<file path="config.mk">
export PLATFORM = sky130hd
export DESIGN_NAME = skf_regs
export DESIGN_NICKNAME = d
export VERILOG_FILES = /design/src/design/skf_pkg.sv /design/src/design/skf_regs.sv
export SDC_FILE = /design/constraint.sdc
export NUM_CORES = 1
export LEC_CHECK = 0
export BUFFER_PORTS_ARGS = -buffer_cell sky130_fd_sc_hd__buf_2
export CORE_MARGIN = 2
export CORE_UTILIZATION = 45
export DETAILED_ROUTE_END_ITERATION = 10
export GPL_ROUTABILITY_DRIVEN = 0
export PLACE_DENSITY_LB_ADDON = 0.1
export REMOVE_ABC_BUFFERS = 1
export SYNTH_ARGS = -nofsm -noshare
export SYNTH_HDL_FRONTEND = slang
export SYNTH_SLANG_ARGS = --single-unit
</file>
<file path="constraint.sdc">
create_clock -name clk_i -period 2.2 [get_ports clk_i]
set_clock_uncertainty 0.05 [all_clocks]
set_input_delay 0.11 -clock clk_i [delete_from_list [all_inputs] [get_ports clk_i]]
set_output_delay 0.11 -clock clk_i [all_outputs]
set_load 0.01 [all_outputs]
</file>
<file path="src/design/skf_pkg.sv">
// Shared types and constants of the scalar Kalman smoother.
package skf_pkg;

  localparam int unsigned AddrW  = 5;
  localparam int unsigned DataW  = 32;
  localparam int unsigned RegIdxW = 3;

  localparam logic [RegIdxW-1:0] RegSafetyScore = 3'd0;
  localparam logic [RegIdxW-1:0] RegProcNoise   = 3'd1;
  localparam logic [RegIdxW-1:0] RegMeasNoise   = 3'd2;
  localparam logic [RegIdxW-1:0] RegInitCov     = 3'd3;
  localparam logic [RegIdxW-1:0] RegWarmupCount = 3'd4;

  localparam logic signed [31:0] SafetyScoreRst = 32'sd0;
  localparam logic [31:0]        ProcNoiseRst   = 32'd1073742;
  localparam logic [31:0]        MeasNoiseRst   = 32'd10737418;
  localparam logic [31:0]        InitCovRst     = 32'd1073741824;
  localparam logic [7:0]         WarmupRst      = 8'd10;

  // 1.0 and 0.5 in Q1.30.
  localparam logic [30:0] OneQ30  = 31'h4000_0000;
  localparam logic [30:0] HalfQ30 = 31'h2000_0000;

  typedef struct packed {
    logic signed [31:0] fallback_score;
    logic [31:0]        process_noise;
    logic [31:0]        measurement_noise;
    logic [31:0]        initial_error_cov;
    logic [7:0]         warmup_count;
  } skf_cfg_t;

  typedef struct packed {
    logic        ld_estimate;
    logic        ld_cov;
    logic [31:0] value;
  } skf_load_t;

  typedef struct packed {
    logic capture;
    logic predict;
    logic div_step;
    logic mul;
    logic update;
    logic emit;
  } skf_cmd_t;

  typedef struct packed {
    logic out_free;
  } skf_status_t;

endpackage

</file>
<file path="src/design/skf_regs.sv">
// APB-style configuration register file of the smoother.
module skf_regs
  import skf_pkg::*;
(
  input  logic             clk_i,
  input  logic             rst_ni,
  input  logic             psel,
  input  logic             penable,
  input  logic             pwrite,
  input  logic [AddrW-1:0] paddr,
  input  logic [DataW-1:0] pwdata,
  output logic [DataW-1:0] prdata,
  output logic             pready,
  output skf_cfg_t         cfg_o,
  output skf_load_t        load_o
);

  skf_cfg_t           cfg_q, cfg_d;
  logic               wr_en;
  logic [RegIdxW-1:0] idx;

  assign pready = 1'b1;
  assign idx    = paddr[AddrW-1:2];
  assign wr_en  = psel && penable && pwrite;

  always_comb begin
    cfg_d = cfg_q;
    if (wr_en) begin
      case (idx)
        RegSafetyScore: cfg_d.fallback_score    = $signed(pwdata);
        RegProcNoise:   cfg_d.process_noise     = pwdata;
        RegMeasNoise:   cfg_d.measurement_noise = pwdata;
        RegInitCov:     cfg_d.initial_error_cov = pwdata;
        RegWarmupCount: cfg_d.warmup_count      = pwdata[7:0];
        default: ;
      endcase
    end
  end

  always_ff @(posedge clk_i or negedge rst_ni) begin
    if (!rst_ni) begin
      cfg_q.fallback_score    <= SafetyScoreRst;
      cfg_q.process_noise     <= ProcNoiseRst;
      cfg_q.measurement_noise <= MeasNoiseRst;
      cfg_q.initial_error_cov <= InitCovRst;
      cfg_q.warmup_count      <= WarmupRst;
    end else begin
      cfg_q <= cfg_d;
    end
  end

  always_comb begin
    case (idx)
      RegSafetyScore: prdata = cfg_q.fallback_score;
      RegProcNoise:   prdata = cfg_q.process_noise;
      RegMeasNoise:   prdata = cfg_q.measurement_noise;
      RegInitCov:     prdata = cfg_q.initial_error_cov;
      RegWarmupCount: prdata = {24'd0, cfg_q.warmup_count};
      default:        prdata = '0;
    endcase
  end

  // Writes to the initial values also reload the filter state.
  assign load_o.ld_estimate = wr_en && (idx == RegSafetyScore);
  assign load_o.ld_cov      = wr_en && (idx == RegInitCov);
  assign load_o.value       = pwdata;
  assign cfg_o              = cfg_q;

endmodule

</file>
==> run summary, run 1 <==
status: complete, no violations
max reg flops: 136
Die ar.: 0.01558 mm2
top cell type's share of synthesized area: 0.4306
worst reg-to-reg setup slack: 1.35 ns
largest net degree at the start of global routing: 63
DR iter-0 viols: 189
Reg-to-Reg Start: cfg_o[108]
DRT Pass-1 Iters: 4
DR WL/cell: 19.32 um
Setup crit end kind: output pin
setup bufs post-CTS: 0
Post-synth top flop: dfrtp_1
clk sinks: 136
Critical Path Fanout Max: 15
fin nets: 720
worst endpoint required time: 2.04 ns
share of post-route cells with drive strength above 1: 0.7004
Async S/R FF share, synth: 1.000
Final Hold Viols: 0
Top Ports: 245
Final Setup Violations: 0
deepest clock path buffer count: 2
Post-CTS Hold Buffers: 33
Remaining DRCs: 0
top post-synthesis cells by area: dfrtp_1 43%, mux2_2 19%, dfstp_2 9.2%, mux4_2 8.2%, mux2_4 6.6%
Syn Inst Count: 427
Global Route Usage Sum: 0.2192
via/cell ratio: 5.215
Final ANT Viol Nets: 0
Setup crit start kind: primary input
Mapped Avg Cell Area: 15.38 um2
CP endpoint: prdata[2]
Peak VDD IR: 0.0004909 V
period utilisation layout: 0.9389
core area: 0.01437 mm2
fill count: 1162
crit path launch: paddr[2]
CTS buffer count: 17
drt total wl: 16900 um
Yosys reg bits: 136
dominant cell type by area after synthesis: dfrtp_1
n_diodes: 0
post-CTS sizing: 0
Setup CP Type: primary input to output pin
number of global-route vias before repair: 4653
RSZ-0062 raised after global routing: false
crit path time final: 2.066 ns
Pwr per Cell Area: 970.2 mW/mm2
most frequent cells after synthesis: 113 x dfrtp_1, 113 x mux2_2, 43 x buf_4
worst skew pair latency: 0.41 ns
area grow syn2layout: 33.68%
Die Y-Extent: 124.8 um
post-detail-place hpwl: 11420 um
hold slack: 0.1846 ns
Post-synth EDFFs: 0
Final Slew Violations: 0
Static Leak: 4.445 nW
register area share after synthesis: 0.5226
TritonCTS clock tree: yes
relative slew slack: 0.5163
Power Total: 8.518 mW
Std-Cell Rows: 44
post-synthesis cell area: 0.006568 mm2
Initial Util: 0.4571
die width: 124.8 um
initial antenna violation count: 0
worst-margin pin slew: 0.7241 ns
DR vias: 4563
CTS root buf: clkbuf_16
GRT overflow: 0
first-pass GRT wire length: 26280 um
fmax: 484.1 MHz
FF-to-FF End: cfg_o[108]
cells on worst reg2reg path: 1
worst hold path type: primary input to async pin
YS warnings: 0
Yosys cell types: 29
Critical Path AT: 1.91 ns
H-tree levels: 4
port buffer count: 241
Max Cap Viol: 0
clk slew on worst S/H paths: 0.06 ns
## critical path, cell delays in order
cell and delay [ns]:
buf_2 0.41, nor2b_1 0.66, a22oi_1 0.18, o21ai_0 0.32
buf_2 0.20
## power breakdown
group	internal (mW)	total [mW]	switching, mW
combinational	1.13	2.03	0.902
clock	2.05	3.05	1.00
sequential	3.06	3.44	0.379
total	6.23	8.52	2.29
## cell type report
class	instances	area (um2)	area share
inverter	2	7.507	0.0008551
timing repair buffer	292	1740	0.1982
multi-input combinational	229	2726	0.3105
clock buffer	25	505.5	0.05757
sequential	136	3432	0.3909
tap	184	230.2	0.02622
clock inverter	7	137.6	0.01568
## metrics by stage
stage	setup TNS, ns	worst slack (ns)	util	instances	area, um2
floorplan	-0.05356	-0.002678	-	367	6147
global placement	0	0.1668	0.5433	810	7806
detailed placement	0	0.1734	0.5433	810	7806
CTS	0	0.1742	0.6110	875	8780
global route	0	0.1371	0.6110	875	8780
finish	0	0.1344	0.6110	875	8780
## layout by cell type, fill, tap and decap left out, drive strengths merged, types with 2 or more instances in the layout
cell           n
a22oi          8
a32oi          8
and2b          3
buf          259
bufinv         4
clkbuf        25
clkinv         2
dfrtp        113
dfstp         23
dlygate4sd3   33
inv            2
mux2         144
mux4          24
nor2           2
nor2b         24
nor3b          2
o21ai          8
## kinds of logic (layout without fill, tap and decap cells)
logic type,Yosys count,count (layout),synth area share
buffers and inverters,62,326,0.06515
muxes,168,168,0.3458
and+or+nand+nor,36,36,0.04001
AOI/OAI and AO/OA,24,24,0.02591
DFF,136,136,0.5226
other,1,1,0.0005710
## per-layer routing
layer,up-vias,track usage,wire (um)
li1,2031,-,-
met1,2360,0.2677,6987
met2,151,0.3777,8719
met3,21,0.05713,911
met4,0,0.07469,283
met5,-,0,0
## how the worst min path moves through the flow
stage	cells past startpoint	slack (ns)	to	startpoint
after floorplan	0	-0.24	cfg_o[0]	rst_ni
after global placement	1	0.09	cfg_o[116]	rst_ni
after detailed placement	1	0.1	cfg_o[128]	rst_ni
after CTS	2	0.22	cfg_o[116]	rst_ni
after global routing	4	0.23	cfg_o[2]	penable
final	2	0.18	cfg_o[116]	rst_ni
No activity file was read; power rests on OpenSTA's default activity.
==> run 2, diff against run 1 <==
--- a/config.mk
+++ b/config.mk
@@ -7,7 +7,7 @@
 export LEC_CHECK = 0
 export BUFFER_PORTS_ARGS = -buffer_cell sky130_fd_sc_hd__buf_2
 export CORE_MARGIN = 2
-export CORE_UTILIZATION = 45
+export CORE_UTILIZATION = 23
 export DETAILED_ROUTE_END_ITERATION = 10
 export GPL_ROUTABILITY_DRIVEN = 0
 export PLACE_DENSITY_LB_ADDON = 0.1
==> run 2 against run 1 <==
Flip-flop and latch count is the same. Hold slack lost 0.018 ns. Sequential power is essentially flat.
==> run summary, run 2 (synthesized netlist as in run 1, its figures left out) <==
Initial Util: 0.2351
Setup crit start kind: flip-flop
worst endpoint required time: 2.04 ns
largest net degree at the start of global routing: 55
crit path time final: 1.746 ns
DR iter-0 viols: 150
CTS root buf: clkbuf_16
Util after Layout: 0.3216
post-route cell area: 0.008985 mm2
fmax: 572.7 MHz
commonest non-fill, non-tap cell in the layout: buf_2
CTS buffer count: 17
deepest clock path buffer count: 2
core area: 0.02793 mm2
post-detail-place hpwl: 14350 um
DP Worst Slack: 0.3611 ns
TNS Setup: 0 ns
Placed Cells: 1008
Power Total: 8.319 mW
Max Cap Viol: 0
setup bufs post-CTS: 0
Non-Filler Instances: 1074
Peak VDD IR: 0.0003802 V
Pwr per Cell Area: 925.9 mW/mm2
Global Route Usage Sum: 0.1394
worst reg-to-reg setup slack: 1.35 ns
relative slew slack: 0.4396
status: complete, no violations
RSZ-0062 raised after global routing: false
clk sinks: 136
Final Slew Violations: 0
Critical Path Fanout Max: 3
max reg flops: 136
cells on worst reg2reg path: 1
Worst Setup Slack, final: 0.4537 ns
TritonCTS clock tree: yes
Final Hold Viols: 0
via/cell ratio: 4.223
area grow syn2layout: 36.81%
clk slew on worst S/H paths: 0.07 ns
Critical Path AT: 1.59 ns
Final ANT Viol Nets: 0
initial antenna violation count: 1
Reg-to-Reg Start: cfg_o[77]
first-pass GRT wire length: 31770 um
Top Ports: 245
Final Setup Violations: 0
worst hold path type: primary input to async pin
hold slack: 0.1670 ns
die width: 173.0 um
DR WL/cell: 19.24 um
placed cell areas: 0.008079 mm2
worst skew pair latency: 0.41 ns
drt total wl: 20660 um
DR vias: 4535
FF-to-FF End: cfg_o[77]
Setup crit end kind: output pin
worst-margin pin slew: 0.8376 ns
most frequent cells in the layout: 240 x buf_2, 113 x mux2_2, 113 x dfrtp_1
fin nets: 724
port buffer count: 241
share of post-route cells with drive strength above 1: 0.7050
Remaining DRCs: 0
Die ar.: 0.02992 mm2
CP endpoint: prdata[11]
period utilisation layout: 0.7938
crit path launch: cfg_o[19]
H-tree levels: 4
Die Y-Extent: 173.0 um
GRT overflow: 0
Static Leak: 4.417 nW
Setup CP Type: flip-flop to output pin
Std-Cell Rows: 61
number of global-route vias before repair: 4966
DRT Pass-1 Iters: 4
fill count: 2827
==> run 2: changes by cell type in the layout (fill, tap and decap cells not counted), sizes merged <==
cell	previous run	this run
inv	2	6
clkbuf	25	20
bufinv	4	1
diode	0	1
buf	259	263
clkinvlp	1	5
==> run 2: worst max-delay path, cell delays in order (launching register included) <==
cell	delay, ns
dfrtp_1	0.41
mux4_2	0.47
nor2b_1	0.14
buf_2	0.14
==> run 2: layout make-up <==
class,instances,area [um2],area share
inverters,2,7.507,0.0008355
multi-input cells,229,2726,0.3034
clock buffers,20,456.7,0.05083
repair buffers,296,1770,0.1970
well taps,378,473.0,0.05264
flip-flops and latches,136,3432,0.3820
diodes,1,2.502,0.0002785
clock inverters,12,116.4,0.01295
==> run 2: worst min-delay path by stage <==
stage	end	slack, ns	cells after the start
2_1_floorplan	cfg_o[0]	-0.24	0
3_3_place_gp	cfg_o[14]	0.08	1
3_5_place_dp	cfg_o[14]	0.08	1
4_1_cts	cfg_o[14]	0.19	2
5_1_grt	cfg_o[14]	0.19	2
6_report	cfg_o[14]	0.17	2
==> run 2: power by group <==
group	internal (mW)	switching (mW)	total, mW
registers	3.06	0.381	3.44
clock network	1.63	1.18	2.81
logic	1.13	0.941	2.07
==> run 2: timing repair <==
action,4_1_cts,5_1_grt
hold buffers,33,0
resized for setup,0,0
hold endpoints to repair,182,0
==> run 2: layer usage <==
metal / GRT usage / routed length [um]
met1: 0.1772 / 9158
met2: 0.2273 / 9779
met3: 0.04727 / 1420
met4: 0.03531 / 286
met5: 0 / 13
