[config.mk]
export PLATFORM = sky130hd
export DESIGN_NAME = skf_ctrl
export DESIGN_NICKNAME = d
export VERILOG_FILES = /design/src/design/skf_pkg.sv /design/src/design/skf_ctrl.sv
export SDC_FILE = /design/constraint.sdc
export NUM_CORES = 1
export LEC_CHECK = 0
export ABC_AREA = 1
export BUFFER_PORTS_ARGS = -buffer_cell sky130_fd_sc_hd__buf_2
export CAP_MARGIN = 20
export CORE_AREA = 2 2 39 41
export CTS_BUF_LIST = sky130_fd_sc_hd__clkbuf_4
export DETAILED_ROUTE_END_ITERATION = 16
export DIE_AREA = 0 0 41 43
export PLACE_DENSITY_LB_ADDON = 0.2
export REMOVE_ABC_BUFFERS = 1
export SYNTH_ARGS = -nofsm -noshare
export SYNTH_HDL_FRONTEND = slang
export SYNTH_SLANG_ARGS = --single-unit
[constraint.sdc]
create_clock -name clk_i -period 1.2 [get_ports clk_i]
set_clock_uncertainty 0.1 [all_clocks]
set_input_delay 0.06 -clock clk_i [delete_from_list [all_inputs] [get_ports clk_i]]
set_output_delay 0.06 -clock clk_i [all_outputs]
set_load 0.01 [all_outputs]
[src/design/skf_pkg.sv]
// Shared types and constants of the scalar Kalman smoother.
package skf_pkg;

  localparam int unsigned AddrW  = 5;
  localparam int unsigned DataW  = 32;
  localparam int unsigned RegIdxW = 3;

  localparam logic [RegIdxW-1:0] RegSafetyScore = 3'd0;
  localparam logic [RegIdxW-1:0] RegProcNoise   = 3'd1;
  localparam logic [RegIdxW-1:0] RegMeasNoise   = 3'd2;
  localparam logic [RegIdxW-1:0] RegInitCov     = 3'd3;
  localparam logic [RegIdxW-1:0] RegWarmupCount = 3'd4;

  localparam logic signed [31:0] SafetyScoreRst = 32'sd0;
  localparam logic [31:0]        ProcNoiseRst   = 32'd1073742;
  localparam logic [31:0]        MeasNoiseRst   = 32'd10737418;
  localparam logic [31:0]        InitCovRst     = 32'd1073741824;
  localparam logic [7:0]         WarmupRst      = 8'd10;

  // 1.0 and 0.5 in Q1.30.
  localparam logic [30:0] OneQ30  = 31'h4000_0000;
  localparam logic [30:0] HalfQ30 = 31'h2000_0000;

  typedef struct packed {
    logic signed [31:0] fallback_score;
    logic [31:0]        process_noise;
    logic [31:0]        measurement_noise;
    logic [31:0]        initial_error_cov;
    logic [7:0]         warmup_count;
  } skf_cfg_t;

  typedef struct packed {
    logic        ld_estimate;
    logic        ld_cov;
    logic [31:0] value;
  } skf_load_t;

  typedef struct packed {
    logic capture;
    logic predict;
    logic div_step;
    logic mul;
    logic update;
    logic emit;
  } skf_cmd_t;

  typedef struct packed {
    logic out_free;
  } skf_status_t;

endpackage

[src/design/skf_ctrl.sv]
// Smoother sequencer: steps one item through predict, divide, multiply, update and emit.
module skf_ctrl
  import skf_pkg::*;
(
  input  logic        clk_i,
  input  logic        rst_ni,
  input  logic        in_valid_i,
  output logic        in_ready_o,
  input  skf_status_t status_i,
  output skf_cmd_t    cmd_o
);

  localparam logic [2:0] StIdle = 3'd0;
  localparam logic [2:0] StPred = 3'd1;
  localparam logic [2:0] StDiv  = 3'd2;
  localparam logic [2:0] StMul  = 3'd3;
  localparam logic [2:0] StUpd  = 3'd4;
  localparam logic [2:0] StHold = 3'd5;

  // The gain has 31 quotient bits, one per divide cycle.
  localparam logic [4:0] DivLast = 5'd30;

  logic [2:0] state_q, state_d;
  logic [4:0] cnt_q, cnt_d;

  assign in_ready_o = (state_q == StIdle);

  always_comb begin
    state_d = state_q;
    cnt_d   = cnt_q;
    cmd_o   = '0;
    case (state_q)
      StIdle: begin
        if (in_valid_i) begin
          cmd_o.capture = 1'b1;
          state_d       = StPred;
        end
      end
      StPred: begin
        cmd_o.predict = 1'b1;
        cnt_d         = '0;
        state_d       = StDiv;
      end
      StDiv: begin
        cmd_o.div_step = 1'b1;
        if (cnt_q == DivLast) begin
          state_d = StMul;
        end else begin
          cnt_d = cnt_q + 5'd1;
        end
      end
      StMul: begin
        cmd_o.mul = 1'b1;
        state_d   = StUpd;
      end
      StUpd: begin
        cmd_o.update = 1'b1;
        state_d      = StHold;
      end
      StHold: begin
        if (status_i.out_free) begin
          cmd_o.emit = 1'b1;
          state_d    = StIdle;
        end
      end
      default: begin
        state_d = StIdle;
      end
    endcase
  end

  always_ff @(posedge clk_i or negedge rst_ni) begin
    if (!rst_ni) begin
      state_q <= StIdle;
      cnt_q   <= '0;
    end else begin
      state_q <= state_d;
      cnt_q   <= cnt_d;
    end
  end

endmodule

==> flow_summary_export.csv, run 1 <==
group,metric,value,unit
logic_synthesis,syn_area_per_cell,7.40,µm²
timing,period_share,1.09,
grt,track_usage,0.145,
die,dieArea,0.00176,mm²
run_status,status,"finished, violations left",
timing,setup-violations-final,13,
job,maxCapViolations,0,
power_and_ir_drop,power.density,2240,mW/mm²
setup_path,end_kind,"output port",
power_and_ir_drop,vdd_drop_max,802,µV
detailed_routing,wl_per_cell,9.58,µm
clocking,htreeDepth,1,
clocking,clkTransAtPathRegs,0.05,ns
grt,grt_overflow,0,
setup_path,crit_path_top_delay_cell,"dfrtp_1",
logic_synthesis,syn_area,510,µm²
clocking,clock_path_buffers,2,
detailed_routing,via_per_inst,4.59,
power_and_ir_drop,switching_share,0.446,
die,io_pins,11,
layout,n_antenna_cell,0,
detailed_routing,drcViolationCount,0,
logic_synthesis,synth_compound_area_frac,0.0196,
power_and_ir_drop,clkPwrFrac,0.118,
setup_path,required,1.04,ns
setup_path,cp-start-kind,"register",
logic_synthesis,ys_seq_area_frac,0.392,
layout,post-route-util,0.557,
grt,antenna_found_initial,0,
logic_synthesis,yosys-mux-area-fraction,0,
die,die_x,41,µm
placed_design,numPortBuffers,10,
min_path,hp-class,"input pin to register",
placed_design,place_congestion,0.738,
detailed_routing,ant_nets,0,
grt,grt_pass1_vias,465,
detailed_routing,num_vias,496,
die,core_area,0.00138,mm²
layout,layout-drive-gt1-share,0.500,
run_status,violations,"negative setup slack",
detailed_routing,drt_iter0_drc,1,
detailed_routing,dr.pass1.iters,2,
power_and_ir_drop,leakage,0.418,nW
setup_path,r2r_cells,9,
layout,area_growth,51.0,%
die,initial_core_util,0.369,
die,rows,14,
grt,grt_max_degree,9,
timing,worst_pin_slew,0.209,ns
timing,timing.fmax,762,MHz
clocking,root_buffer,"clkbuf_4",
timing,period_needed,1.31,ns
logic_synthesis,syn-instance-count,69,
placed_design,dp_hpwl,770,µm
clocking,numCtsBuffers,3,
layout,mostFrequentLayoutCell,"nand2_1",
setup_path,cp_cell_sequence,"inv_2 -> buf_6 -> nand2_4 -> nor2_2 -> buf_2",
timing,rsz0062_at_grt,"yes",
timing,slew_viol_final,0,
layout,layout_common_cells,"nand2_1 (14), nand3_1 (9), inv_1 (8), buf_4 (8), buf_2 (7)",
setup_path,worst-setup-path-type,"register to output port",
grt,grt_pass1_wl,1730,µm
timing,fin_ws,-0.112,ns
logic_synthesis,ys_warn_count,0,
layout,nNetsFinal,100,
layout,fillers,127,
placed_design,dp.cells,100,
logic_synthesis,yosys.area_share.simple,0.400,
clocking,clkSinkCount,8,
power_and_ir_drop,p_seq_frac,0.280,
setup_path,crit_path_max_fanout,5,
timing,max_slew_margin,0.859,
power_and_ir_drop,power_frac_comb,0.602,
power_and_ir_drop,switching_power,0.771,mW
logic_synthesis,synth-xor-area-share,0.0343,
detailed_routing,wl,1040,µm
timing,finalHoldViolCount,0,
timing,setup-tns-final,-0.805,ns
logic_synthesis,synth_seq_cells,8,
die,die-height,43,µm
logic_synthesis,synth_top_family_by_area,"simple AND/OR/NAND/NOR gates",
setup_path,slowest_delay,0.38,ns
min_path,hold_depth,4,
power_and_ir_drop,p_int,0.956,mW
clocking,cts_tree,"yes",
logic_synthesis,synth-adder-area-share,0.0490,
logic_synthesis,ys_types,19,
setup_path,crit_arrival,1.15,ns
layout,fin_cells,108,
clocking,clock_latency,0.25,ns
## metal layers
metal / global-route usage / wire length (µm) / vias to the layer above
met5: 0 / 0 / -
met4: 0.0800 / 12 / 0
li1: - / - / 263
met3: 0.0471 / 49 / 2
met2: 0.209 / 455 / 11
met1: 0.183 / 517 / 220
## worst max-delay path, delay by kind of cell (launching register included)
kind | cells | cell delay [ns]
simple gates | 2 | 0.14
buf+inv | 3 | 0.38
flops | 1 | 0.38
## registers in the layout (all words and copies together), names as in the netlist
name,cells
cnt_q,5
state_q,3
## cell type report
type	count	area, µm²	share of cell area
Tap cell	16	20.0	0.0260
Inverter	14	57.6	0.0747
Clock buffer	3	22.5	0.0292
Multi-Input combinational cell	47	318	0.412
Timing Repair Buffer	20	150	0.195
Sequential cell	8	203	0.263
## synth_stat cells, drive strengths merged
cell / instances / area share
a21oi: 1 / 0.0098
clkinv: 1 / 0.0098
dfrtp: 8 / 0.39
ha: 2 / 0.049
inv: 13 / 0.096
nand2: 21 / 0.17
nand3: 11 / 0.13
nand4: 1 / 0.012
nor2: 6 / 0.059
nor3: 1 / 0.0098
nor4: 1 / 0.012
o21ai: 1 / 0.0098
xnor2: 1 / 0.017
xor2: 1 / 0.017
## stage by stage
step,setup WS [ns],hold slack (ns),total power [mW],instance area (µm²)
finish,-0.112,0.0412,1.73,771
CTS,-0.0757,0.0391,1.55,718
floorplan,-0.0172,-0.336,0.895,510
global placement,-0.0665,-0.187,1.15,618
detailed placement,-0.0902,-0.187,1.15,618
global route,-0.192,0.0828,1.88,771
## cells by family (layout without fill, tap and decap cells)
family          after synthesis  count (layout)
flops                         8               8
fa+ha+maj                     2               2
compound gates                2               2
simple gates                 41              41
buf+inv                      14              37
xor+xnor                      2               2
## what timing repair did
| item | in CTS | in global routing |
|---|---|---|
| endpoints found under the setup margin | 13 | 13 |
| pin swaps | 2 | 5 |
| endpoints found under the hold margin | 8 | 0 |
| hold buffers | 1 | 0 |
| buffers inserted | 4 | 0 |
| gates resized for setup | 13 | 13 |
## power by group through the flow
stage	Clock, mW	Sequential [mW]	Combinational, mW
final	0.205	0.483	1.04
after global routing	0.225	0.497	1.16
after CTS	0.212	0.452	0.890
after detailed placement	0	0.448	0.702
after global placement	0	0.446	0.702
after floorplan	0	0.438	0.457
## path summary, 6_finish.rpt
kind                               to  slack, ns  startpoint
hold / removal             state_q[0]       0.04    status_i
min in group asynchronous    cnt_q[4]       0.07      rst_ni
setup reg to reg             cnt_q[0]      -0.08    cnt_q[0]
max in group asynchronous  state_q[1]       0.74      rst_ni
setup / recovery             cmd_o[5]      -0.11  state_q[2]
hold reg to reg              cnt_q[4]       0.46    cnt_q[4]
Power figures use the tool's default switching activity.
==> run 2: changes to the inputs <==
- PLACE_DENSITY_LB_ADDON: 0.2 -> unset
==> flow_summary_export.csv, run 2 (synthesis gave the netlist of run 1 again) <==
group,metric,value,unit
layout,fillers,135,
power_and_ir_drop,fin_total_pwr,1.66,mW
grt,antenna_found_initial,0,
setup_path,required,1.04,ns
min_path,min_from,"status_i",
detailed_routing,ant_nets,0,
detailed_routing,via_per_inst,4.68,
timing,finalHoldViolCount,0,
grt,grt_pass1_wl,1970,µm
timing,fin_ws,-0.0741,ns
timing,slew_viol_final,0,
die,die-height,43,µm
grt,grt_overflow,0,
layout,nNetsFinal,101,
layout,layout_common_cells,"nand2_1 (13), inv_1 (9), nand3_1 (9), buf_4 (9), buf_2 (8)",
layout,reg_top3,"cnt_q x5, state_q x3",
die,die_x,41,µm
clocking,clkTransAtPathRegs,0.05,ns
die,core_area,0.00138,mm²
clocking,clock_path_buffers,2,
layout,multi_input_area,298,µm²
layout,layout-drive-gt1-share,0.495,
layout,fin_area,753,µm²
timing,period_needed,1.27,ns
layout,area_growth,47.5,%
placed_design,post_dp_cell_area,611,µm²
grt,grt_pass1_vias,475,
die,io_pins,11,
placed_design,numPortBuffers,10,
run_status,violations,"negative setup slack",
layout,regMostFlops,"cnt_q",
timing,timing.fmax,785,MHz
setup_path,cp-start-kind,"register",
placed_design,dp_hpwl,783,µm
placed_design,place_congestion,0.816,
detailed_routing,drt_iter0_drc,14,
layout,largest_reg_flops,5,
detailed_routing,dr.pass1.iters,4,
clocking,root_buffer,"clkbuf_4",
layout,register_area,204,µm²
clocking,cts_tree,"yes",
grt,track_usage,0.167,
setup_path,crit_path_max_fanout,6,
clocking,numCtsBuffers,3,
setup_path,cp-startpoint,"state_q[1]",
layout,mostFrequentLayoutCell,"nand2_1",
detailed_routing,num_vias,510,
min_path,hp-class,"input pin to register",
die,initial_core_util,0.369,
setup_path,end_kind,"output port",
clocking,clock_latency,0.25,ns
power_and_ir_drop,leakage,0.413,nW
setup_path,r2r_start,"cnt_q[0]",
timing,period_share,1.06,
die,rows,14,
run_status,status,"finished, violations left",
job,maxCapViolations,0,
grt,grt_max_degree,9,
timing,setup-tns-final,-0.513,ns
power_and_ir_drop,power.density,2200,mW/mm²
setup_path,crit_arrival,1.11,ns
power_and_ir_drop,vdd_drop_max,803,µV
detailed_routing,drcViolationCount,0,
detailed_routing,wl,1170,µm
placed_design,dp.cells,99,
die,dieArea,0.00176,mm²
setup_path,worst-setup-path-type,"register to output port",
clocking,clkSinkCount,8,
detailed_routing,wl_per_cell,10.7,µm
clocking,htreeDepth,1,
timing,rsz0062_at_grt,"yes",
timing,setup-violations-final,11,
layout,fin_cells,109,
timing,max_slew_margin,0.844,
layout,n_antenna_cell,0,
timing,worst_pin_slew,0.231,ns
timing,whs,0.0416,ns
==> run 2: routing by layer <==
| metal | GRT usage | wire (µm) | up-vias |
|---|---|---|---|
| met5 | 0 | 0 | - |
| li1 | - | - | 264 |
| met3 | 0.0314 | 76 | 2 |
| met4 | 0.0800 | 10 | 0 |
| met2 | 0.266 | 586 | 15 |
| met1 | 0.206 | 495 | 229 |
==> run 2: critical path, stage by stage (launching register included) <==
cell     delay, ns
dfrtp_2       0.44
nor3_1        0.25
buf_2         0.18
==> run 2: through the flow <==
step | worst slack, ns | utilization
detailed placement | -0.128 | 0.441
CTS | -0.0791 | 0.537
global placement | -0.0999 | 0.441
floorplan | -0.0172 | -
global route | -0.154 | 0.544
finish | -0.0741 | 0.544
==> run 2: area by class of cell <==
cell class | count | area share
Clock buffer | 3 | 0.0299
Sequential cell | 8 | 0.271
Timing Repair Buffer | 21 | 0.201
Tap cell | 16 | 0.0266
Inverter | 14 | 0.0764
Multi-Input combinational cell | 47 | 0.395
==> run 2: power by group <==
group          internal (mW)  switching [mW]
registers              0.353          0.0861
clock network          0.114          0.0898
logic                  0.469           0.546
==> run 2: final timing paths <==
check | to | slack, ns | cells past startpoint
min in group asynchronous | cnt_q[3] | 0.08 | 2
max in group asynchronous | state_q[1] | 0.73 | 2
setup reg to reg | cnt_q[1] | -0.06 | 9
hold / removal | state_q[0] | 0.04 | 4
setup / recovery | cmd_o[1] | -0.07 | 2
hold reg to reg | cnt_q[3] | 0.45 | 2
==> run 2: timing repair <==
action / 4_1_cts / 5_1_grt
buffers inserted: 6 / 0
hold endpoints to repair: 8 / 0
pin swaps: 8 / 2
gates resized for setup: 17 / 4
hold buffers: 1 / 0
setup endpoints to repair: 13 / 13
cloned: 0 / 0
